===== src/rtl/acfcc_pkg.sv =====
`timescale 1ns / 1ps
// ----------------------------------------------------------------------------
// acfcc_pkg
// Shared types, character codes and CRC helper for the ASCII command frame
// CRC checker.
// ----------------------------------------------------------------------------
package acfcc_pkg;

  localparam int MAX_FRAME_BYTES_DEF = 63;
  localparam int N_FIELDS            = 4;
  localparam int FIELD_W             = 16;
  localparam int REF_W               = 24;
  localparam int TOK_W               = 3;

  localparam logic [7:0] CRC_POLY     = 8'h8C;
  localparam logic [7:0] CRC_INIT     = 8'h00;
  localparam logic [7:0] TRACK_RESET  = 8'd24;

  localparam logic [7:0] CH_NUL       = 8'h00;
  localparam logic [7:0] CH_TAB       = 8'h09;
  localparam logic [7:0] CH_CR        = 8'h0D;
  localparam logic [7:0] CH_SPACE     = 8'h20;
  localparam logic [7:0] CH_START     = 8'h24;
  localparam logic [7:0] CH_PLUS      = 8'h2B;
  localparam logic [7:0] CH_MINUS     = 8'h2D;
  localparam logic [7:0] CH_ZERO      = 8'h30;
  localparam logic [7:0] CH_NINE      = 8'h39;
  localparam logic [7:0] CH_END       = 8'h3B;

  localparam logic [15:0] MAG_SAT     = 16'd32768;
  localparam logic [15:0] POS_MAX     = 16'd32767;
  localparam logic [TOK_W-1:0] TOK_MAX = TOK_W'(N_FIELDS);

  typedef logic [FIELD_W-1:0] field_t;

  // Frame summary handed from the parser to the reference pipeline
  typedef struct packed {
    field_t [N_FIELDS-1:0] fields;
    logic [7:0]            crc;
    logic [TOK_W-1:0]      tok;
  } frame_sum_t;

  // Reflected CRC-8, one byte, LSB first
  function automatic logic [7:0] crc8_byte(input logic [7:0] crc_in, input logic [7:0] b);
    logic [7:0] c;
    logic       mix;
    c = crc_in;
    for (int k = 0; k < 8; k++) begin
      mix = c[0] ^ b[k];
      c   = {1'b0, c[7:1]};
      if (mix) begin
        c = c ^ CRC_POLY;
      end
    end
    return c;
  endfunction

  // atoi-style token value from sign and saturated magnitude
  function automatic field_t token_value(input logic neg, input logic [15:0] mag);
    field_t v;
    if (neg) begin
      v = 16'd0 - mag;
    end else if (mag > POS_MAX) begin
      v = POS_MAX;
    end else begin
      v = mag;
    end
    return v;
  endfunction

endpackage


===== src/rtl/acfcc_parser.sv =====
`timescale 1ns / 1ps
// ----------------------------------------------------------------------------
// acfcc_parser
// Byte-level frame parser: tokenizes, converts fields, runs the CRC and
// flags the end of each non-empty frame with a summary.
// ----------------------------------------------------------------------------
module acfcc_parser import acfcc_pkg::*; #(
  parameter int MAX_FRAME_BYTES = MAX_FRAME_BYTES_DEF
) (
  input  logic       clk,
  input  logic       rst_n,
  input  logic       byte_accept,
  input  logic [7:0] rx_byte,
  output logic       fin_valid,
  output frame_sum_t fin_sum
);

  localparam int CntW = $clog2(MAX_FRAME_BYTES + 1);
  localparam logic [CntW-1:0] CntMax = CntW'(MAX_FRAME_BYTES);

  logic             in_frame_r, in_frame_nxt;
  logic [CntW-1:0]  byte_count_r, byte_count_nxt;
  logic [TOK_W-1:0] token_index_r, token_index_nxt;
  logic             inside_token_r, inside_token_nxt;
  logic             digits_done_r, digits_done_nxt;
  logic             negative_sign_r, negative_sign_nxt;
  logic             sign_seen_r, sign_seen_nxt;
  logic             text_ended_r, text_ended_nxt;
  logic [15:0]      number_accum_r, number_accum_nxt;
  logic [7:0]       crc_r, crc_nxt;
  field_t [N_FIELDS-1:0] held_r, held_nxt;
  logic             fin;

  always_comb begin
    logic        skip;
    logic        handled;
    logic [19:0] acc_wide;
    in_frame_nxt      = in_frame_r;
    byte_count_nxt    = byte_count_r;
    token_index_nxt   = token_index_r;
    inside_token_nxt  = inside_token_r;
    digits_done_nxt   = digits_done_r;
    negative_sign_nxt = negative_sign_r;
    sign_seen_nxt     = sign_seen_r;
    text_ended_nxt    = text_ended_r;
    number_accum_nxt  = number_accum_r;
    crc_nxt           = crc_r;
    held_nxt          = held_r;
    fin               = 1'b0;
    skip              = 1'b0;
    handled           = 1'b0;
    acc_wide          = '0;
    if (byte_accept) begin
      if (!in_frame_r) begin
        if (rx_byte == CH_START) begin
          in_frame_nxt      = 1'b1;
          byte_count_nxt    = '0;
          token_index_nxt   = '0;
          inside_token_nxt  = 1'b0;
          digits_done_nxt   = 1'b0;
          negative_sign_nxt = 1'b0;
          sign_seen_nxt     = 1'b0;
          number_accum_nxt  = '0;
          crc_nxt           = CRC_INIT;
          text_ended_nxt    = 1'b0;
        end
      end else if (rx_byte == CH_END) begin
        if (byte_count_r == '0) begin
          in_frame_nxt = 1'b0;
        end else begin
          fin = 1'b1;
        end
      end else begin
        byte_count_nxt = byte_count_r + 1'b1;
        if (!text_ended_r) begin
          if (rx_byte == CH_NUL || rx_byte == CH_SPACE) begin
            if (inside_token_r) begin
              if (token_index_r < TOK_MAX) begin
                held_nxt[token_index_r[1:0]] = token_value(negative_sign_r, number_accum_r);
                token_index_nxt = token_index_r + 1'b1;
              end
              inside_token_nxt = 1'b0;
            end
            if (rx_byte == CH_NUL) begin
              text_ended_nxt = 1'b1;
            end
          end else begin
            if (!inside_token_r) begin
              if (token_index_r >= TOK_MAX) begin
                skip = 1'b1;
              end else begin
                inside_token_nxt  = 1'b1;
                digits_done_nxt   = 1'b0;
                negative_sign_nxt = 1'b0;
                sign_seen_nxt     = 1'b0;
                number_accum_nxt  = '0;
                if (token_index_r == '0) begin
                  crc_nxt = crc8_byte(crc_nxt, CH_START);
                end else if (token_index_r < TOK_W'(3)) begin
                  crc_nxt = crc8_byte(crc_nxt, CH_SPACE);
                end
              end
            end
            if (!skip) begin
              if (token_index_r < TOK_W'(3)) begin
                crc_nxt = crc8_byte(crc_nxt, rx_byte);
              end
              if (!digits_done_nxt) begin
                if (!sign_seen_nxt) begin
                  if (rx_byte >= CH_TAB && rx_byte <= CH_CR) begin
                    handled = 1'b1;
                  end else begin
                    sign_seen_nxt = 1'b1;
                    if (rx_byte == CH_PLUS) begin
                      handled = 1'b1;
                    end else if (rx_byte == CH_MINUS) begin
                      negative_sign_nxt = 1'b1;
                      handled           = 1'b1;
                    end
                  end
                end
                if (!handled) begin
                  if (rx_byte >= CH_ZERO && rx_byte <= CH_NINE) begin
                    // acc*10 = acc*8 + acc*2, then clamp at the negative limit
                    acc_wide = {1'b0, number_accum_nxt, 3'b000}
                             + {3'b000, number_accum_nxt, 1'b0}
                             + {16'd0, rx_byte[3:0]};
                    number_accum_nxt = (acc_wide > {4'd0, MAG_SAT}) ? MAG_SAT
                                                                     : acc_wide[15:0];
                  end else begin
                    digits_done_nxt = 1'b1;
                  end
                end
              end
            end
          end
        end
        if (byte_count_nxt >= CntMax) begin
          fin = 1'b1;
        end
      end
      if (fin) begin
        if (inside_token_nxt) begin
          if (token_index_nxt < TOK_MAX) begin
            held_nxt[token_index_nxt[1:0]] = token_value(negative_sign_nxt, number_accum_nxt);
            token_index_nxt = token_index_nxt + 1'b1;
          end
          inside_token_nxt = 1'b0;
        end
        in_frame_nxt = 1'b0;
      end
    end
  end

  always_ff @(posedge clk) begin
    if (!rst_n) begin
      in_frame_r      <= 1'b0;
      byte_count_r    <= '0;
      token_index_r   <= '0;
      inside_token_r  <= 1'b0;
      digits_done_r   <= 1'b0;
      negative_sign_r <= 1'b0;
      sign_seen_r     <= 1'b0;
      text_ended_r    <= 1'b0;
      number_accum_r  <= '0;
      crc_r           <= CRC_INIT;
      held_r          <= '0;
    end else begin
      in_frame_r      <= in_frame_nxt;
      byte_count_r    <= byte_count_nxt;
      token_index_r   <= token_index_nxt;
      inside_token_r  <= inside_token_nxt;
      digits_done_r   <= digits_done_nxt;
      negative_sign_r <= negative_sign_nxt;
      sign_seen_r     <= sign_seen_nxt;
      text_ended_r    <= text_ended_nxt;
      number_accum_r  <= number_accum_nxt;
      crc_r           <= crc_nxt;
      held_r          <= held_nxt;
    end
  end

  assign fin_valid      = fin;
  assign fin_sum.fields = held_nxt;
  assign fin_sum.crc    = crc_nxt;
  assign fin_sum.tok    = token_index_nxt;

endmodule


===== src/rtl/ascii_command_frame_crc_checker_top.sv =====
`timescale 1ns / 1ps
// ----------------------------------------------------------------------------
// ascii_command_frame_crc_checker_top
// Parses '$'-framed ASCII commands, checks their CRC-8 and keeps the wheel
// references.
// ----------------------------------------------------------------------------
// Usage:
//   Input channel (in_valid / in_stall / in_rx_byte): one received byte per
//   beat. Bytes outside a frame other than '$' are dropped silently.
//   Result channel (out_valid / out_stall / out_*): one beat per non-empty
//   frame, issued on ';' or when the frame reaches MAX_FRAME_BYTES bytes.
//   Config channel (cfg_valid / cfg_ready / cfg_track_factor): always ready;
//   write only while no frame result is outstanding.
// Throughput: one byte per cycle while in_stall is low. The parser updates its
//   state in the cycle the byte is taken; the frame summary then goes through
//   a summary register, a multiply register (turn * track_factor) and the
//   output register before it appears on the result channel.
// Stall: the three result stages form a stall-propagating pipeline; in_stall
//   rises only when the summary stage is full and cannot move on.
// Reset (rst_n low, synchronous): parser idle, held fields and wheel
//   references zero, track_factor 24, no result pending.
// ----------------------------------------------------------------------------
module ascii_command_frame_crc_checker_top import acfcc_pkg::*; #(
  parameter int MAX_FRAME_BYTES = MAX_FRAME_BYTES_DEF
) (
  input  logic                    clk,
  input  logic                    rst_n,
  input  logic                    in_valid,
  output logic                    in_stall,
  input  logic [7:0]              in_rx_byte,
  output logic                    out_valid,
  input  logic                    out_stall,
  output logic signed [15:0]      out_speed_cmd,
  output logic signed [15:0]      out_turn_cmd,
  output logic signed [15:0]      out_sense_cmd,
  output logic signed [15:0]      out_crc_received,
  output logic [7:0]              out_crc_computed,
  output logic                    out_crc_ok,
  output logic signed [REF_W-1:0] out_left_ref,
  output logic signed [REF_W-1:0] out_right_ref,
  output logic [TOK_W-1:0]        out_token_total,
  input  logic                    cfg_valid,
  output logic                    cfg_ready,
  input  logic [7:0]              cfg_track_factor
);

  logic       cfg_wr;
  logic [7:0] track_r;

  logic       byte_accept;
  logic       fin_valid;
  frame_sum_t fin_sum;

  logic       b_valid_r;
  frame_sum_t b_sum_r;
  logic       p_valid_r;
  frame_sum_t p_sum_r;
  logic       p_ok_r;
  logic signed [24:0] p_prod_r;
  logic       o_valid_r;
  frame_sum_t o_sum_r;
  logic       o_ok_r;
  logic [REF_W-1:0] left_r, right_r;

  logic o_ready, p_ready, b_ready;
  logic b_ok;
  logic signed [25:0] spd2, prod_x, dl, dr, lt, rt;

  assign cfg_ready = 1'b1;
  assign cfg_wr    = cfg_valid & cfg_ready;

  always_ff @(posedge clk) begin
    if (!rst_n) begin
      track_r <= TRACK_RESET;
    end else if (cfg_wr) begin
      track_r <= cfg_track_factor;
    end
  end

  assign o_ready     = !o_valid_r || !out_stall;
  assign p_ready     = !p_valid_r || o_ready;
  assign b_ready     = !b_valid_r || p_ready;
  assign in_stall    = !b_ready;
  assign byte_accept = in_valid && !in_stall;

  acfcc_parser #(
    .MAX_FRAME_BYTES(MAX_FRAME_BYTES)
  ) u_parser (
    .clk        (clk),
    .rst_n      (rst_n),
    .byte_accept(byte_accept),
    .rx_byte    (in_rx_byte),
    .fin_valid  (fin_valid),
    .fin_sum    (fin_sum)
  );

  // received CRC must lie in 0..255 and match
  assign b_ok = (b_sum_r.fields[3][15:8] == 8'd0) && (b_sum_r.fields[3][7:0] == b_sum_r.crc);

  always_ff @(posedge clk) begin
    if (!rst_n) begin
      b_valid_r <= 1'b0;
      p_valid_r <= 1'b0;
      o_valid_r <= 1'b0;
    end else begin
      if (b_ready) begin
        b_valid_r <= fin_valid;
      end
      if (p_ready) begin
        p_valid_r <= b_valid_r;
      end
      if (o_ready) begin
        o_valid_r <= p_valid_r;
      end
    end
  end

  always_ff @(posedge clk) begin
    if (b_ready && fin_valid) begin
      b_sum_r <= fin_sum;
    end
    if (p_ready && b_valid_r) begin
      p_sum_r  <= b_sum_r;
      p_ok_r   <= b_ok;
      p_prod_r <= $signed(b_sum_r.fields[1]) * $signed({1'b0, track_r});
    end
    if (o_ready && p_valid_r) begin
      o_sum_r <= p_sum_r;
      o_ok_r  <= p_ok_r;
    end
  end

  // (2*speed -/+ diff) / 2, rounded toward zero
  always_comb begin
    spd2   = {{9{p_sum_r.fields[0][15]}}, p_sum_r.fields[0], 1'b0};
    prod_x = {p_prod_r[24], p_prod_r};
    dl     = spd2 - prod_x;
    dr     = spd2 + prod_x;
    lt     = dl + {25'd0, dl[25]};
    rt     = dr + {25'd0, dr[25]};
  end

  always_ff @(posedge clk) begin
    if (!rst_n) begin
      left_r  <= '0;
      right_r <= '0;
    end else if (o_ready && p_valid_r && p_ok_r) begin
      left_r  <= lt[REF_W:1];
      right_r <= rt[REF_W:1];
    end
  end

  assign out_valid        = o_valid_r;
  assign out_speed_cmd    = o_sum_r.fields[0];
  assign out_turn_cmd     = o_sum_r.fields[1];
  assign out_sense_cmd    = o_sum_r.fields[2];
  assign out_crc_received = o_sum_r.fields[3];
  assign out_crc_computed = o_sum_r.crc;
  assign out_crc_ok       = o_ok_r;
  assign out_left_ref     = left_r;
  assign out_right_ref    = right_r;
  assign out_token_total  = o_sum_r.tok;

  a_stall_needs_full: assert property (@(posedge clk) disable iff (!rst_n)
    in_stall |-> (b_valid_r && p_valid_r && o_valid_r && out_stall))
    else $error("input stalled with room in the result pipeline");

  a_refs_hold_on_bad_crc: assert property (@(posedge clk) disable iff (!rst_n)
    (o_ready && p_valid_r && !p_ok_r) |=> ($stable(left_r) && $stable(right_r)))
    else $error("wheel references changed on a failed CRC");

  a_ok_matches: assert property (@(posedge clk) disable iff (!rst_n)
    (p_ready && b_valid_r) |=> (p_ok_r == ((p_sum_r.fields[3][15:8] == 8'd0)
                                 && (p_sum_r.fields[3][7:0] == p_sum_r.crc))))
    else $error("crc_ok disagrees with the frame summary");

  a_token_bound: assert property (@(posedge clk) disable iff (!rst_n)
    o_valid_r |-> (o_sum_r.tok <= TOK_MAX))
    else $error("token count beyond four");

  a_result_kept: assert property (@(posedge clk) disable iff (!rst_n)
    (o_valid_r && out_stall) |=> (o_valid_r && $stable(o_sum_r) && $stable(left_r)))
    else $error("stalled result lost or changed");

endmodule


===== config.mk =====
export PLATFORM = sky130hd
export DESIGN_NAME = ascii_command_frame_crc_checker_top
export DESIGN_NICKNAME = d
export VERILOG_FILES = /design/src/rtl/acfcc_pkg.sv /design/src/rtl/acfcc_parser.sv /design/src/rtl/ascii_command_frame_crc_checker_top.sv
export SDC_FILE = /design/constraint.sdc
export NUM_CORES = 1
export LEC_CHECK = 0
export BUFFER_PORTS_ARGS = -buffer_cell sky130_fd_sc_hd__buf_2
export CORE_ASPECT_RATIO = 0.7
export CORE_UTILIZATION = 25
export CTS_CLUSTER_SIZE = 10
export DETAILED_ROUTE_END_ITERATION = 10
export PLACE_DENSITY_LB_ADDON = 0.3
export SLEW_MARGIN = 20
export SYNTH_ARGS = -nofsm -noshare
export SYNTH_HDL_FRONTEND = slang
export SYNTH_HIERARCHICAL = 1
export SYNTH_SLANG_ARGS = --single-unit

===== constraint.sdc =====
create_clock -name clk -period 13 [get_ports clk]
set_clock_uncertainty 0.1 [all_clocks]
set_input_delay 1.95 -clock clk [delete_from_list [all_inputs] [get_ports clk]]
set_output_delay 1.95 -clock clk [all_outputs]
set_load 0.05 [all_outputs]

Word level (Yosys, flattened, before mapping)

Index checks and enable logic that the tools add are counted.
W data, S select, Z words.

Register bits: 414
Bits in latches: 0
RAM bits: 0
Memory bits (read-only): 0
Input port bits: 21
Output and inout port bits: 127
Logic and storage cells: 495
Memories kept: 0

$add $sub $neg: 11
Multiply operators: 1
Div/mod/pow operators: 0
Order comparisons: 16
Eq/ne operators: 9
Shifts and indexed selects: 0
Muxes and demuxes: 360
Bitwise logic cells: 31
Reductions and logical operators: 26

Operators with widths:

| operator                | number |
|---|---|
| $mux W8                 | 208 |
| $mux W64                | 11 |
| $mux W16                | 35 |
| $bwmux W64              | 2 |
| $mux W1                 | 87 |
| $not A2 Y3              | 23 |
| $demux W16 S2           | 2 |
| $add A25 B1 Y25         | 2 |
| $eq A8 B6 Y1 const B    | 5 |
| $mux W3                 | 12 |
| $gt A16 B15 Y1 const B  | 2 |
| $sub A1 B16 Y16 const A | 2 |
| $add A17 B25 Y26        | 1 |
| $sub A17 B25 Y26        | 1 |
| $mul A16 B9 Y25         | 1 |
| $add A19 B17 Y20        | 1 |
| $add A20 B4 Y20         | 1 |
| $gt A20 B16 Y1 const B  | 1 |
| $mux W6                 | 3 |
| $logic_not A8 Y1        | 2 |
| $logic_and A1 B1 Y1     | 10 |
| $eq A8 B8 Y1            | 1 |
| $ge A8 B4 Y1 const B    | 1 |
| $ge A8 B6 Y1 const B    | 1 |
| 19 further kinds        | 39 |

Depth between registers and ports, before layout

Word-level depth: 160
Depth in mapped cells: 30
Depth with buffers taken out: 27

Hierarchy

Netlist, hierarchy kept.

By module, submodules not included:

| module                              | times used | cells each | area each (um2) | seq. area each (um2) |
|---|---|---|---|---|
| ascii_command_frame_crc_checker_top | 1          | 1608       | 18206.2         | 8748.4 |
| acfcc_parser                        | 1          | 1157       | 8703.3          | 2062.0 |

Worst setup path after synthesis

No wires, ideal clock.

Kind: in2reg
Start: input port out_stall
End: register p_ok_r, enable pin
Library setup time: 0.574 ns
Arrival: 6.636 ns
Data required time: 12.326 ns
Path slack: 5.690 ns
Stages: 2
Path buffers: 0
Cells stage by stage: and3_1 > nor2b_1

Longest elaborated chain between the ends: 4

Ends and longest elaborated chain:

| element              | line                                       | RTL |
|---|---|---|
| from (decl)          | ascii_command_frame_crc_checker_top.sv:32  | `input logic out_stall,` |
| $logic_not A1 Y1     | ascii_command_frame_crc_checker_top.sv:80  | `assign o_ready = !o_valid_r \|\| !out_stall;` |
| $logic_or A1 B1 Y1   | ascii_command_frame_crc_checker_top.sv:80  |  |
| $logic_or A1 B1 Y1   | ascii_command_frame_crc_checker_top.sv:81  | `assign p_ready = !p_valid_r \|\| o_ready;` |
| $logic_and A1 B1 Y1  | ascii_command_frame_crc_checker_top.sv:122 | `if (p_ready && b_valid_r) begin` |
| to (signal assigned) | ascii_command_frame_crc_checker_top.sv:124 | `p_ok_r <= b_ok;` |
| to (decl)            | ascii_command_frame_crc_checker_top.sv:58  | `logic p_ok_r;` |

No other way between the ends.
A chain may end at the register's enable or synchronous reset.

==> metrics.md <==
| Metric | Value |
|---|---|
| Peak supply drop | between 0.09 and 0.1 mV |
| Final Critical Period | roughly 7000 ps |
| DR vias | 20830 |
| Area grow syn2layout | 14.14% |
| Slowest stage cell, crit path | o21ai_1 |
| Gpl congestion | 0.8888 |
| DRT Pass-1 Iters | 6 |
| Simple-gate share of the synthesized area | 0.1720 |
| DP HPWL | 60.94 mm |
| Sw Share | 0.2709 |
| Final setup violation count | 0 |
| Dominant synthesized flop cell | edfxtp_1 |
| Worst-Skew Late Latency | 640 ps |
| Synthesized area per cell | between 9 and 10 sq um |
| Antenna violations before repair | 4 |
| Cell taking the most area after synthesis | edfxtp_1 |
| Vias in the first global route | between 15000 and 20000 |
| Outcome | finished, final reports clean |
| Cells after synthesis | 2765 |
| Unrepaired setup endpoints after global routing | no |
| CTS resizes | 0 |
| R2R depth | 23 |
| Post-CTS setup buffers | 0 |
| Crit end category | flop |
| Die Y | 276.5 um |
| Total track usage | 0.1473 |
| Initial drt markers | 1821 |
| Final Util | 0.2885 |
| Hold Buf Count CTS | 0 |
| Post-synthesis mux area share | 0.008369 |
| Nets@finish | about 3100 |
| Inst Count DP | 4237 |
| Antenna-violating nets left | 0 |
| WL/cell | 18.67 um |
| Worst R2R End | b_sum_r[67] |
| Port Buffers | 146 |
| Final std cells w/o fill | 4337 |
| Fin. max-slew vios | 0 |
| First-pass GRT wire length | 125.5 mm |
| Hold WC Path Type | reg -> reg |
| Die X-Extent | 394.1 um |
| CTS clock-pin slew for the worst setup and hold paths | approximately 60 ps |
| Worst setup SP type | flop |
| CP Cell Sequence | inv_1 -> ha_1 -> nand2b_1 -> nand2_1 -> and2_1 -> fa_1 -> inv_1 -> fa_1 -> nand2b_1 -> a211o_1 -> a211o_1 -> a211oi_2 -> a21oi_1 -> a41oi_2 -> nor3_4 -> buf_4 -> a22oi_1 -> ha_1 -> o211ai_1 -> nor2_1 -> nor2_1 -> o21ai_1 -> a21oi_1 |
| Power Total | 3.240 mW |
| Synth area leaders | edfxtp_1, dfxtp_1, fa_1, ha_1, and2_1 |
| Hold EP | out_turn_cmd[3] |
| H-tree levels | 2 |
| Synth Area in XOR/XNOR | 0.05133 |
| Clock power frac | 0.419 |
| #FFs+latches synth | around 410 |
| Placed cell areas | 29090 sq um |
| Worst slew pin tran | around 1100 ps |
| Final setup TNS | 0 ps |
| Sequential Area | 10810 sq um |
| Post-synth EDFFs | 252 |
| Synth Area in Adders | 0.1467 |
| Vias/cell | approximately 4.8 |
| Leak Pwr | 11.88 nW |
| Clock tree buffer depth | 3 |
| Critical R2R Launch | u_parser/token_index_r[0] |
| Worst hold path startpoint | p_sum_r[30] |
| Die area | between 100000 and 150000 sq um |
| Final Cycle Share | 0.5369 |
| Final Cell Area | 30710 sq um |
| Max-capacitance violation count | 0 |
| R2R Setup Slk | 6020 ps |
| Final Routed Wirelength | a little over 80 mm |
| Critical path class | reg -> reg |
| Final number of hold-violating endpoints | 0 |
| Initial Utilization | 0.2527 |
| Post-synth cell types | 117 |
| Clock root buffer | clkbuf_16 |
| Largest net degree at the start of global routing | 76 |
| Synthesized netlist net count | 3038 |
| Power Dens Cells | 105.5 nW/um^2 |
| WHS Path Cells | 0 |
| Post-synth ARST share | 0 |
| Seq/Total Area, Yosys | 0.4017 |
| CTS Buf Count | 51 |
| Post-Place Worst Slack | 5663 ps |
| Int Pwr | 2.362 mW |
| # IOs | 148 |
| FMAX | 143.3 MHz |
| Net Sw Power | 878.0 uW |
| Critical Path Max Stage Delay | 650 ps |
| Grt total ovfl | 0 |
| Share of cells above drive strength 1 | 0.1095 |
| Post-synthesis compound-gate area fraction | 0.1667 |
| DRC | 0 |
| Clock sinks | between 400 and 500 |
| CTS tree | done |
| Hold_ws | 295.1 ps |
| Fillers | ~11000 |
| Largest family of logic cells by synthesized area | simple AND/OR/NAND/NOR gates |
| Worst endpoint required time | 13230 ps |
| Worst setup margin | 6021 ps |
| Synth warnings | 6 |
| Synth top area share | 0.2812 |
| Register share of total power | 0.436 |
| Core outline area | approximately 110000 sq um |
| Num rows | 100 |
| Area of the multi-input gates | ~15000 sq um |
| Normalized max-slew margin | 0.2773 |
| CP arrival | 7210 ps |
| Synthesized cell area | about 27000 sq um |
| Crit path max fanout | 22 |
| Combinational power share | 0.145 |
[Yosys cell counts, types with 14 or more instances]
cell	number
inv_1	236
nor2_1	210
nor3_1	52
xor2_1	36
a22oi_1	27
a21oi_1	173
xnor2_1	118
or3_1	26
o21ai_1	14
nand2b_1	23
edfxtp_1	252
mux2i_1	20
clkbuf_1	101
nor4_1	19
o211ai_1	18
and3_1	23
a31oi_1	19
nand4_1	18
ha_1	146
o21a_1	19
dfxtp_1	162
fa_1	106
o22ai_1	24
nand3_1	49
nand2_1	236
o21ai_0	91
nor2b_1	22
a21o_1	26
a211oi_1	45
and2_1	166
[cell type report]
cell class                      instances  share of cell area
Multi-Input combinational cell       1987              0.4785
Sequential cell                       414              0.3520
Tap cell                             1428             0.05817
Clock buffer                           84             0.04660
Timing Repair Buffer                  170             0.03006
Inverter                              239             0.02921
Clock inverter                         11            0.005174
Antenna cell                            4           0.0003259
[sequential cells by signal, indices dropped and copies added (netlist names), 3 cells and up]
name                     count
u_parser/number_accum_r     16
p_prod_r                    25
u_parser/held_r             64
out_crc_computed             8
out_left_ref                24
out_sense_cmd               16
p_sum_r                     75
track_r                      8
u_parser/byte_count_r        6
out_speed_cmd               16
out_crc_received            16
out_right_ref               24
u_parser/token_index_r       3
out_token_total              3
out_turn_cmd                16
u_parser/crc_r               8
b_sum_r                     75
[critical path, delay by kind of cell (launching register included)]
family | cells | cell delay [ps]
AOI/OAI and AO/OA | 9 | 2780
adders and majority gates | 4 | 1550
buffers and inverters | 3 | 420
DFF | 1 | 430
and+or+nand+nor | 7 | 1380
[worst max path at each step]
stage	startpoint	end	cells past startpoint
final	u_parser/token_index_r[0]	b_sum_r[67]	23
after global routing	u_parser/token_index_r[0]	b_sum_r[67]	23
after CTS	u_parser/token_index_r[0]	u_parser/held_r[58]	24
after detailed placement	in_rx_byte[3]	u_parser/held_r[58]	20
after global placement	in_rx_byte[3]	b_sum_r[67]	19
after floorplan	out_stall	p_ok_r	2
[power by group through the flow]
| stage | sequential [mW] | combinational, mW | clock, mW |
|---|---|---|---|
| 3_5_place_dp | 1.44 | 0.471 | 0 |
| 6_report | 1.41 | 0.471 | 1.36 |
| 4_1_cts | 1.41 | 0.473 | 1.40 |
| 5_1_grt | 1.41 | 0.542 | 1.45 |
| 3_3_place_gp | 1.44 | 0.469 | 0 |
| 2_1_floorplan | 1.43 | 0.363 | 0 |
[cell usage in the layout, fill, tap and decap left out, types with 22 or more instances in the layout]
cell / n
a211oi_1: 45
a21o_1: 26
a21oi_1: 173
a22oi_1: 27
and2_1: 163
and3_1: 22
buf_2: 146
buf_4: 23
clkbuf_1: 31
clkbuf_16: 52
dfxtp_1: 162
edfxtp_1: 252
fa_1: 106
ha_1: 146
inv_1: 236
nand2_1: 236
nand2b_1: 23
nand3_1: 49
nor2_1: 210
nor3_1: 52
o21ai_0: 90
o22ai_1: 24
or3_1: 26
xnor2_1: 118
xor2_1: 36
[kinds of logic (layout without fill, tap and decap cells)]
logic type                 Yosys count  after routing
other                                1              5
and+or+nand+nor                    912            912
AOI/OAI and AO/OA                  644            644
buffers and inverters              364            504
muxes                               22             22
xor gates and xnor gates           156            156
adders and majority gates          252            252
DFF                                414            414
[metal layers]
layer,vias to the layer above,routed length [um],global-route usage
met5,-,13,0
li1,9983,-,-
met4,2,1217,0.02754
met2,677,31230,0.2010
met3,86,5683,0.02493
met1,10080,42830,0.2369
No activity file was read; power rests on OpenSTA's default activity.
